### config.mk
export PLATFORM = sky130hd
export DESIGN_NAME = thumb_to_arm_translate
export DESIGN_NICKNAME = d
export VERILOG_FILES = /design/src/rtl/t2a_pkg.sv /design/src/rtl/t2a_decode.sv /design/src/rtl/thumb_to_arm_translate.sv
export SDC_FILE = /design/constraint.sdc
export NUM_CORES = 1
export LEC_CHECK = 0
export ABC_AREA = 1
export BUFFER_PORTS_ARGS = -buffer_cell sky130_fd_sc_hd__buf_4
export CELL_PAD_IN_SITES_DETAIL_PLACEMENT = 1
export CELL_PAD_IN_SITES_GLOBAL_PLACEMENT = 1
export CORE_AREA = 2 2 124 126
export DETAILED_ROUTE_END_ITERATION = 12
export DIE_AREA = 0 0 126 128
export PLACE_DENSITY_LB_ADDON = 0.3
export SLEW_MARGIN = 20
export SYNTH_ARGS = -nofsm -noshare
export SYNTH_HDL_FRONTEND = slang
export SYNTH_SLANG_ARGS = --single-unit
export TNS_END_PERCENT = 30
### constraint.sdc
create_clock -name clock -period 3.5 [get_ports clock]
set_clock_uncertainty 0.1 [all_clocks]
set_input_delay 0.35 -clock clock [delete_from_list [all_inputs] [get_ports clock]]
set_output_delay 0.35 -clock clock [all_outputs]
set_load 0.01 [all_outputs]
### src/rtl/t2a_pkg.sv
// Package with the translation templates, constants and result type for the Thumb translator.
`default_nettype none

package t2a_pkg;

   localparam logic [31:0] AL_BASE       = 32'hE000_0000;
   localparam logic [31:0] UNDEF_BASE    = 32'hE7F0_00F0;
   localparam logic [31:0] SEL_RN_MAP    = 32'h2AAE_280A;
   localparam logic [31:0] SEL_RD_MAP    = 32'hA208_AAAA;
   localparam logic [31:0] SEL_RS_MAP    = 32'h0800_C3F0;
   localparam logic [31:0] SEL_RM_MAP    = 32'hFFF3_BEAF;
   localparam logic [31:0] SHIFT_IMM_OP  = 32'h01B0_0000;
   localparam logic [31:0] PUSH_POP_BASE = 32'h058D_0000;
   localparam logic [31:0] LDM_STM_BASE  = 32'h0880_0000;
   localparam logic [31:0] BRANCH_SEXT   = 32'h00FF_F800;
   localparam logic [31:0] BKPT_BASE     = 32'h020D_DF00;
   localparam logic [31:0] BRANCH_OP     = 32'h0A00_0000;

   localparam logic [1:0] SEL_ZERO = 2'd0;
   localparam logic [1:0] SEL_NONE = 2'd1;
   localparam logic [1:0] SEL_RD   = 2'd2;
   localparam logic [1:0] SEL_RS   = 2'd3;

   localparam logic [31:0] ALU_TMPL [16] = '{
      32'h0010_0000, 32'h0030_0000, 32'h01B0_0010, 32'h01B0_0030,
      32'h01B0_0050, 32'h00B0_0000, 32'h00D0_0000, 32'h01B0_0070,
      32'h0110_0000, 32'h0270_0000, 32'h0150_0000, 32'h0170_0000,
      32'h0190_0000, 32'h0010_0090, 32'h01D0_0000, 32'h01F0_0000
   };

   localparam logic [31:0] LDST_REG_TMPL [8] = '{
      32'h0780_0000, 32'h0180_00B0, 32'h07C0_0000, 32'h0190_00D0,
      32'h0790_0000, 32'h0190_00B0, 32'h07D0_0000, 32'h0190_00F0
   };

   typedef struct packed {
      logic [31:0] arm_word;
      logic        needs_special;
   } t2a_result_type;

endpackage

`default_nettype wire

### src/rtl/t2a_decode.sv
// Combinational translation of one Thumb encoding into its ARM word.
`default_nettype none

module t2a_decode
   import t2a_pkg::*;
(
   input  wire logic [15:0]    thumb,
   output t2a_result_type      result
);

   function automatic logic [2:0] pick_reg(input logic [1:0] sel,
                                           input logic [2:0] rd,
                                           input logic [2:0] rs);
      logic [2:0] r;
      unique case (sel)
         SEL_ZERO: r = 3'd0;
         SEL_NONE: r = 3'd0;
         SEL_RD:   r = rd;
         SEL_RS:   r = rs;
      endcase
      return r;
   endfunction

   logic [31:0] undef_word;
   logic [31:0] w;
   logic        special;
   logic [2:0]  rd;
   logic [2:0]  rs;
   logic [2:0]  rn;
   logic [3:0]  op;
   logic [3:0]  cond;
   logic [4:0]  sh;

   assign rd         = thumb[2:0];
   assign rs         = thumb[5:3];
   assign rn         = thumb[10:8];
   assign op         = thumb[9:6];
   assign cond       = thumb[11:8];
   assign sh         = {op, 1'b0};
   assign undef_word = UNDEF_BASE | {12'd0, thumb[15:4], 4'd0, thumb[3:0]};

   always_comb begin
      w       = AL_BASE;
      special = 1'b0;
      unique case (thumb[15:12])
         4'd0, 4'd1: begin
            if (thumb[12:11] != 2'b11) begin
               w = w | SHIFT_IMM_OP | {16'd0, 1'b0, rd, thumb[10:6], thumb[12:11], 2'b0, rs};
            end else begin
               w = w | (thumb[9] ? 32'h0050_0000 : 32'h0090_0000)
                     | {12'd0, 1'b0, rs, 1'b0, rd, 9'd0, thumb[8:6]};
               if (thumb[10]) w = w | 32'h0200_0000;
            end
         end
         4'd2, 4'd3: begin
            w = w | {24'd0, thumb[7:0]};
            unique case (thumb[12:11])
               2'd0:    w = w | 32'h03B0_0000 | {16'd0, 1'b0, rn, 12'd0};
               2'd1:    w = w | 32'h0350_0000 | {12'd0, 1'b0, rn, 16'd0};
               2'd2:    w = w | 32'h0290_0000 | {12'd0, 1'b0, rn, 1'b0, rn, 12'd0};
               default: w = w | 32'h0250_0000 | {12'd0, 1'b0, rn, 1'b0, rn, 12'd0};
            endcase
         end
         4'd4: begin
            if (thumb[11]) begin
               w       = 32'd0;
               special = 1'b1;
            end else if (thumb[10]) begin
               if (thumb[9:8] != 2'd1) begin
                  w       = 32'd0;
                  special = 1'b1;
               end else begin
                  w = w | 32'h0150_0000 | {12'd0, thumb[7], rd, 12'd0, thumb[6:3]};
               end
            end else begin
               w = w | ALU_TMPL[op]
                     | {12'd0, 1'b0, pick_reg(SEL_RN_MAP[sh +: 2], rd, rs), 16'd0}
                     | {16'd0, 1'b0, pick_reg(SEL_RD_MAP[sh +: 2], rd, rs), 12'd0}
                     | {20'd0, 1'b0, pick_reg(SEL_RS_MAP[sh +: 2], rd, rs), 8'd0}
                     | {28'd0, 1'b0, pick_reg(SEL_RM_MAP[sh +: 2], rd, rs)};
            end
         end
         4'd5: begin
            w = w | LDST_REG_TMPL[thumb[11:9]]
                  | {12'd0, 1'b0, rs, 1'b0, rd, 9'd0, thumb[8:6]};
         end
         4'd6: begin
            w = w | 32'h0580_0000 | {12'd0, 1'b0, rs, 1'b0, rd, 5'd0, thumb[10:6], 2'd0};
            if (thumb[11]) w = w | 32'h0010_0000;
         end
         4'd7: begin
            w = w | 32'h05C0_0000 | {12'd0, 1'b0, rs, 1'b0, rd, 7'd0, thumb[10:6]};
            if (thumb[11]) w = w | 32'h0010_0000;
         end
         4'd8: begin
            w = w | 32'h01C0_00B0
                  | {12'd0, 1'b0, rs, 1'b0, rd, 2'd0, thumb[10:9], 4'd0, thumb[8:6], 1'b0};
            if (thumb[11]) w = w | 32'h0010_0000;
         end
         4'd9: begin
            w = w | PUSH_POP_BASE | {17'd0, thumb[10:8], 2'd0, thumb[7:0], 2'd0};
            if (thumb[11]) w = w | 32'h0010_0000;
         end
         4'd10: begin
            w       = 32'd0;
            special = 1'b1;
         end
         4'd11: begin
            if (thumb[10:9] == 2'b10) begin
               w = w | 32'h000D_0000 | {24'd0, thumb[7:0]};
               if (thumb[11]) begin
                  if (thumb[8]) w = w | 32'h0000_8000;
                  w = w | 32'h08B0_0000;
               end else begin
                  if (thumb[8]) w = w | 32'h0000_4000;
                  w = w | 32'h0920_0000;
               end
            end else if (thumb[8]) begin
               w = undef_word;
            end else if (thumb[11:9] == 3'd0) begin
               w = w | BKPT_BASE | {25'd0, thumb[6:0]}
                     | (thumb[7] ? 32'h0040_0000 : 32'h0080_0000);
            end else if (thumb[11:9] == 3'd7) begin
               w = w | 32'h0120_0070 | {20'd0, thumb[7:4], 4'd0, thumb[3:0]};
            end else begin
               w = undef_word;
            end
         end
         4'd12: begin
            w = w | LDM_STM_BASE | {12'd0, 1'b0, rn, 8'd0, thumb[7:0]};
            if (thumb[11]) begin
               w = w | 32'h0010_0000;
               if (!thumb[{1'b0, rn}]) w = w | 32'h0020_0000;
            end else begin
               w = w | 32'h0020_0000;
            end
         end
         4'd13: begin
            if (cond == 4'd14) begin
               w = undef_word;
            end else if (cond == 4'd15) begin
               w = w | 32'h0F00_0000 | {24'd0, thumb[7:0]};
            end else begin
               w = {cond, 28'd0} | BRANCH_OP | {24'd0, thumb[7:0]};
               if (thumb[7]) w = w | 32'h00FF_FF00;
            end
         end
         default: begin
            if (thumb[12:11] != 2'd0) begin
               w       = 32'd0;
               special = 1'b1;
            end else begin
               w = w | BRANCH_OP | {21'd0, thumb[10:0]};
               if (thumb[10]) w = w | BRANCH_SEXT;
            end
         end
      endcase
   end

   assign result.arm_word      = w;
   assign result.needs_special = special;

endmodule

`default_nettype wire

### src/rtl/thumb_to_arm_translate.sv
// Top level of the Thumb to ARM translator: input register, decoder and result register.
//
//   Channel   Direction  Transfer condition      Payload
//   request   in         start && !busy          req_thumb_instruction
//   response  out        rsp_valid (one cycle)   rsp_arm_word, rsp_needs_special
//
// One instruction is taken in every cycle; busy is never raised.
// After its transfer an instruction is held in the input register, then goes
// through the decoder into the result register.
// Synchronous active-high reset clears both valid flags; payload is not reset.
// The receiver cannot stall, so no result is ever held back.
`default_nettype none

module thumb_to_arm_translate
   import t2a_pkg::*;
(
   input  wire logic        clock,
   input  wire logic        reset,
   input  wire logic        start,
   output logic             busy,
   input  wire logic [15:0] req_thumb_instruction,
   output logic             rsp_valid,
   output logic [31:0]      rsp_arm_word,
   output logic             rsp_needs_special
);

   logic           in_valid_ff;
   logic           in_valid_in;
   logic [15:0]    in_instr_ff;
   logic           out_valid_ff;
   t2a_result_type out_result_ff;
   t2a_result_type decoded;

   assign busy        = 1'b0;
   assign in_valid_in = start && !busy;

   always_ff @(posedge clock) begin
      if (reset) begin
         in_valid_ff  <= 1'b0;
         out_valid_ff <= 1'b0;
      end else begin
         in_valid_ff  <= in_valid_in;
         out_valid_ff <= in_valid_ff;
      end
   end

   always_ff @(posedge clock) begin
      if (in_valid_in) in_instr_ff <= req_thumb_instruction;
      if (in_valid_ff) out_result_ff <= decoded;
   end

   t2a_decode u_decode (
      .thumb  (in_instr_ff),
      .result (decoded)
   );

   assign rsp_valid         = out_valid_ff;
   assign rsp_arm_word      = out_result_ff.arm_word;
   assign rsp_needs_special = out_result_ff.needs_special;

`ifndef ASSERT_OFF
   a_accept_loads: assert property (@(posedge clock) disable iff (reset)
      (start && !busy) |=> in_valid_ff)
      else $error("accepted instruction did not reach the input register");
   a_result_follows: assert property (@(posedge clock) disable iff (reset)
      in_valid_ff |=> rsp_valid)
      else $error("decoded instruction did not produce a result");
   a_no_phantom: assert property (@(posedge clock) disable iff (reset)
      rsp_valid |-> $past(in_valid_ff))
      else $error("result strobe without a preceding transfer");
   a_special_zero: assert property (@(posedge clock) disable iff (reset)
      (rsp_valid && rsp_needs_special) |-> (rsp_arm_word == 32'd0))
      else $error("special instruction carried a non-zero word");
`endif

endmodule

`default_nettype wire
# Word level (Yosys, flattened, before mapping)
# Memories as Yosys holds them, arrays and structs flattened.
# Index checks and enable logic that the tools add are counted.
[totals]
reg_bits = 51
rom_bits = 768
output_inout_bits = 35
elab_cells = 130
mem_count = 2
[memory_table]
columns = ["memory", "depth", "width", "read_ports", "rd_ports_with_merged_regs", "wr", "line", "rtl"]
rows = [
  ["(no name shown)", 16, 32, 1, 0, 0, "t2a_decode.sv:76", "w = w | ALU_TMPL[op]"],
  ["(no name shown)", 8, 32, 1, 0, 0, "t2a_decode.sv:84", "w = w | LDST_REG_TMPL[thumb[11:9]]"],
]
[classes]
n_lt_le_gt_ge = 3
eq_ne = 33
shift = 4
mux = 54
n_bitwise = 14
n_reduce_logical = 15
[ops]
columns = ["op", "count"]
rows = [
  ["$pmux W32 S12", 1],
  ["$mux W32", 11],
  ["$or A32 B19 Y32", 6],
  ["$shiftx A32 B6 Y2 const A", 4],
  ["$mux W29", 4],
  ["$mux W24", 4],
  ["$pmux W32 S3", 1],
  ["$mux W21", 4],
  ["$or A32 B15 Y32", 2],
  ["$mux W22", 2],
  ["$mux W3", 12],
  ["$pmux W3 S3", 4],
  ["$eq A4 B4 Y1 const B", 8],
  ["$or A32 B11 Y32", 1],
  ["$or A32 B3 Y32", 1],
  ["$or A32 B32 Y32", 1],
  ["$or A32 B8 Y32", 1],
  ["$mux W27", 1],
  ["$mux W26", 1],
  ["$eq A2 B2 Y1 const B", 10],
  ["$eq A4 B3 Y1 const B", 4],
  ["$mux W16", 1],
  ["$mux W15", 1],
  ["$reduce_or A12 Y1", 1],
  ["other kinds (19)", 37],
]

# Depth between registers and ports, before layout
[depth]
word_depth = 14
mapped_depth = 12

# Hierarchy
# A second synthesis with hierarchy kept.
[unflattened]
hier_cells = 530
hier_area_um2 = 3736.1
[modules_own_cells]
columns = ["mod", "n_inst", "cells_per_inst", "area_each_um2"]
rows = [
  ["t2a_decode", 1, 473, 2198.4],
  ["thumb_to_arm_translate", 1, 57, 1537.7],
]

# Worst setup path after synthesis
# Ideal clock, no wire load.
[synth_timing]
path_kind = "reg2reg"
startpoint = "register in_instr_ff[6]"
endpoint = "register out_result_ff, in the netlist rsp_arm_word[2] (data pin)"
t_arrival_ns = 1.694
required_ns = 3.140
setup_slack_ns = 1.446
stages_incl_launch_ff = 11
path_buffers = 2
cell_sequence = "edfxtp_1 -> clkbuf_1 -> inv_1 -> ha_1 -> nand2_1 -> nand3_1 -> buf_2 -> nand3_1 -> o211ai_1 -> nand2_1 -> nand3_1"
[synth_rtl]
columns = ["element", "line", "rtl"]
rows = [
  ["start: declaration", "thumb_to_arm_translate.sv:29", "logic [15:0] in_instr_ff;"],
  ["start signal: assignment", "thumb_to_arm_translate.sv:48", "if (in_valid_in) in_instr_ff <= req_thumb_instruction;"],
  ["end signal: assignment", "thumb_to_arm_translate.sv:49", "if (in_valid_ff) out_result_ff <= decoded;"],
  ["end: declaration", "thumb_to_arm_translate.sv:31", "t2a_result_type out_result_ff;"],
]

==> impl_metrics.ini <==
[clock_tree]
htree_levels = 2
cts_tree = done
path_clk_slew_ns = 0.07
hold_buffers = 0
cts-resized-gates = 0
cts-buffers-inserted = 5
postCtsSetupBuffers = 0
cts-root-buf = clkbuf_16
cts_max_path_buffers = 2
insertion_delay_ns = 0.31
clock-sinks = 51

[yosys]
synth_cell_type_count = 30
ys_ff_latch = 51
synth-main-ff-cell = edfxtp_1
syn-cell-area_sq_um = 3610
synth-edff-count = 49
seq_area_frac_synth_pct = 41.8
postSynthAreaPerCell_sq_um = 7.05
syn-num-nets = 538
ys_async_sr_fraction_pct = 0
ys.warnings.count = 0
synthCells = 513

[detailed_routing]
routedWlPerCell_um = 21.3
drt-pass1-iter-count = 5
vias = 3938
drt-vias-per-instance = 5.24
drc = 0
drt-met1-wl_um = 7330
drtAntennaViolNets = 0
routed_wl_um = 16000
wl_met2_um = 7230
wl_met3_um = 897
drt-initial-drc-count = 452
highest_layer = met4

[sta]
slew_headroom_pct = 52.1
holdWs_ns = 0.0999
final.period_utilization_pct = 74.0
slew_viol_final = 0
setup_violations = 0
grt_setup_unrepaired = false
fmax_mhz = 386
fin_ws_ns = 0.910
min_period_ns = 2.59
final.setup.tns_ns = 0
hold_viol = 0
worst_pin_slew_ns = 0.715

[power_and_ir_drop]
p_sw_share_pct = 33.1
ir_drop_v = 0.000170
p_sw_mw = 0.593
p_leak_nw = 1.93
power_density_nw_per_um2 = 408
p_total_mw = 1.79
combPwrFrac_pct = 26.1
pwr-share-seq_pct = 44.1
clkPwrFrac_pct = 29.9
p_int_mw = 1.20

[die]
coreArea_sq_um = 14900
start_util_pct = 24.3
die-area_sq_um = 16100
fp.dieW_um = 126
die_height_um = 128
rows = 45
ios = 54

[layout]
fillers = 1864
nets = 587
areaGrowthSynthToFinish_pct = 21.6
final_cell_mix = 150 x nand2_1, 69 x nor2_1, 66 x buf_4, 56 x nand3_1, 49 x edfxtp_1
layout.cells.most_common = nand2_1
final_layout_size_suffix_gt1_share_pct = 15.8
fin_cells = 751
insertedDiodeCount = 0

[placement]
dp_hpwl_um = 12500
place_inst = 743
dp_slack_ns = 1.02
io_buffers = 52
place.gp.congestion = 0.967

[setup_path]
rr_startpoint = in_instr_ff[11]
end_kind = flip-flop
worstSetupPathType = flip-flop to flip-flop
critPathRequiredTime_ns = 3.41
path_max_fanout = 16
startpoint = in_instr_ff[11]
worstPathArrival_ns = 2.50
startpoint_type = flip-flop

[global_route]
grt_overflow = 0
antenna_found_initial = 0
grtUsageTotal_pct = 20.1
grt_pass1_vias = 3901
grt_pass1_wl_um = 24300
grt_max_degree = 34

[min_path]
worstHoldStart = reset
hp-class = primary input to flip-flop

[run]
cap_violations = 0

[outcome]
status = completed
## cell type report
class / count / area, sq um / area share (%)
multi-input cells: 393 / 1830 / 41.6
clock buffers: 8 / 156 / 3.56
inverters: 45 / 169 / 3.84
flip-flops and latches: 51 / 1510 / 34.4
well taps: 188 / 235 / 5.35
repair buffers: 66 / 495 / 11.3
## metal layers
| metal | GRT usage, % | vias up |
|---|---|---|
| met5 | 0 | - |
| met4 | 7.69 | 0 |
| met3 | 2.92 | 40 |
| met2 | 31.9 | 167 |
| met1 | 27.8 | 1910 |
| li1 | - | 1821 |
## final timing paths
| check | endpoint | slack (ns) | cells after the start |
|---|---|---|---|
| hold / removal | in_valid_ff | 0.1 | 2 |
| hold reg to reg | rsp_valid | 0.34 | 2 |
| setup reg to reg | rsp_arm_word[7] | 0.91 | 6 |
| setup / recovery | rsp_arm_word[7] | 0.91 | 6 |
## power by group through the flow
stage | Combinational [mW] | Clock (mW) | Sequential [mW]
3_3_place_gp | 0.462 | 0 | 0.801
5_1_grt | 0.506 | 0.573 | 0.796
3_5_place_dp | 0.457 | 0 | 0.803
6_report | 0.467 | 0.535 | 0.789
4_1_cts | 0.458 | 0.556 | 0.789
2_1_floorplan | 0.244 | 0 | 0.799
## synthesized netlist by cell type, types with 2 or more instances
| cell | count | area share [%] |
|---|---|---|
| nand2_1 | 150 | 16 |
| nor2_4 | 3 | 0.93 |
| buf_1 | 2 | 0.21 |
| dfxtp_1 | 2 | 1.1 |
| nor3_1 | 9 | 1.2 |
| clkbuf_1 | 10 | 1.0 |
| o22ai_1 | 3 | 0.52 |
| inv_1 | 38 | 3.9 |
| nand4_1 | 16 | 2.8 |
| buf_2 | 11 | 1.5 |
| ha_1 | 6 | 2.1 |
| o21ai_0 | 33 | 4.6 |
| nor2_2 | 6 | 1.0 |
| o21ai_1 | 3 | 0.42 |
| inv_2 | 6 | 0.62 |
| a21oi_1 | 22 | 3.0 |
| o211ai_1 | 9 | 1.9 |
| edfxtp_1 | 49 | 41 |
| nand3_1 | 56 | 7.8 |
| nor2_1 | 69 | 7.2 |
## metrics by stage
stage	instance area, sq um	util [%]
5_1_grt	4390	29.6
2_1_floorplan	3610	-
3_3_place_gp	4240	28.5
3_5_place_dp	4240	28.5
6_report	4390	29.6
4_1_cts	4390	29.6
## flip-flops by register name (all words and copies together) (netlist names)
| signal | count |
|---|---|
| in_instr_ff | 16 |
| rsp_needs_special | 1 |
| in_valid_ff | 1 |
| rsp_valid | 1 |
| rsp_arm_word | 32 |
## worst max-delay path: stages (launching register included)
cell and delay [ns]:
edfxtp_1 0.75, clkinv_1 0.48, nand2_1 0.31, nor2_1 0.18
buf_4 0.23, nand2_1 0.07, nand4_1 0.16
## logic make-up (layout without fill, tap and decap cells)
group,Yosys count,in the layout,share of synthesized area [%]
and+or+nand+nor,311,311,36.9
AOI/OAI and AO/OA,75,75,11.5
other,1,1,0.104
adders and majority gates,6,6,2.08
buffers and inverters,69,119,7.65
DFF,51,51,41.8
Power figures use the tool's default switching activity.
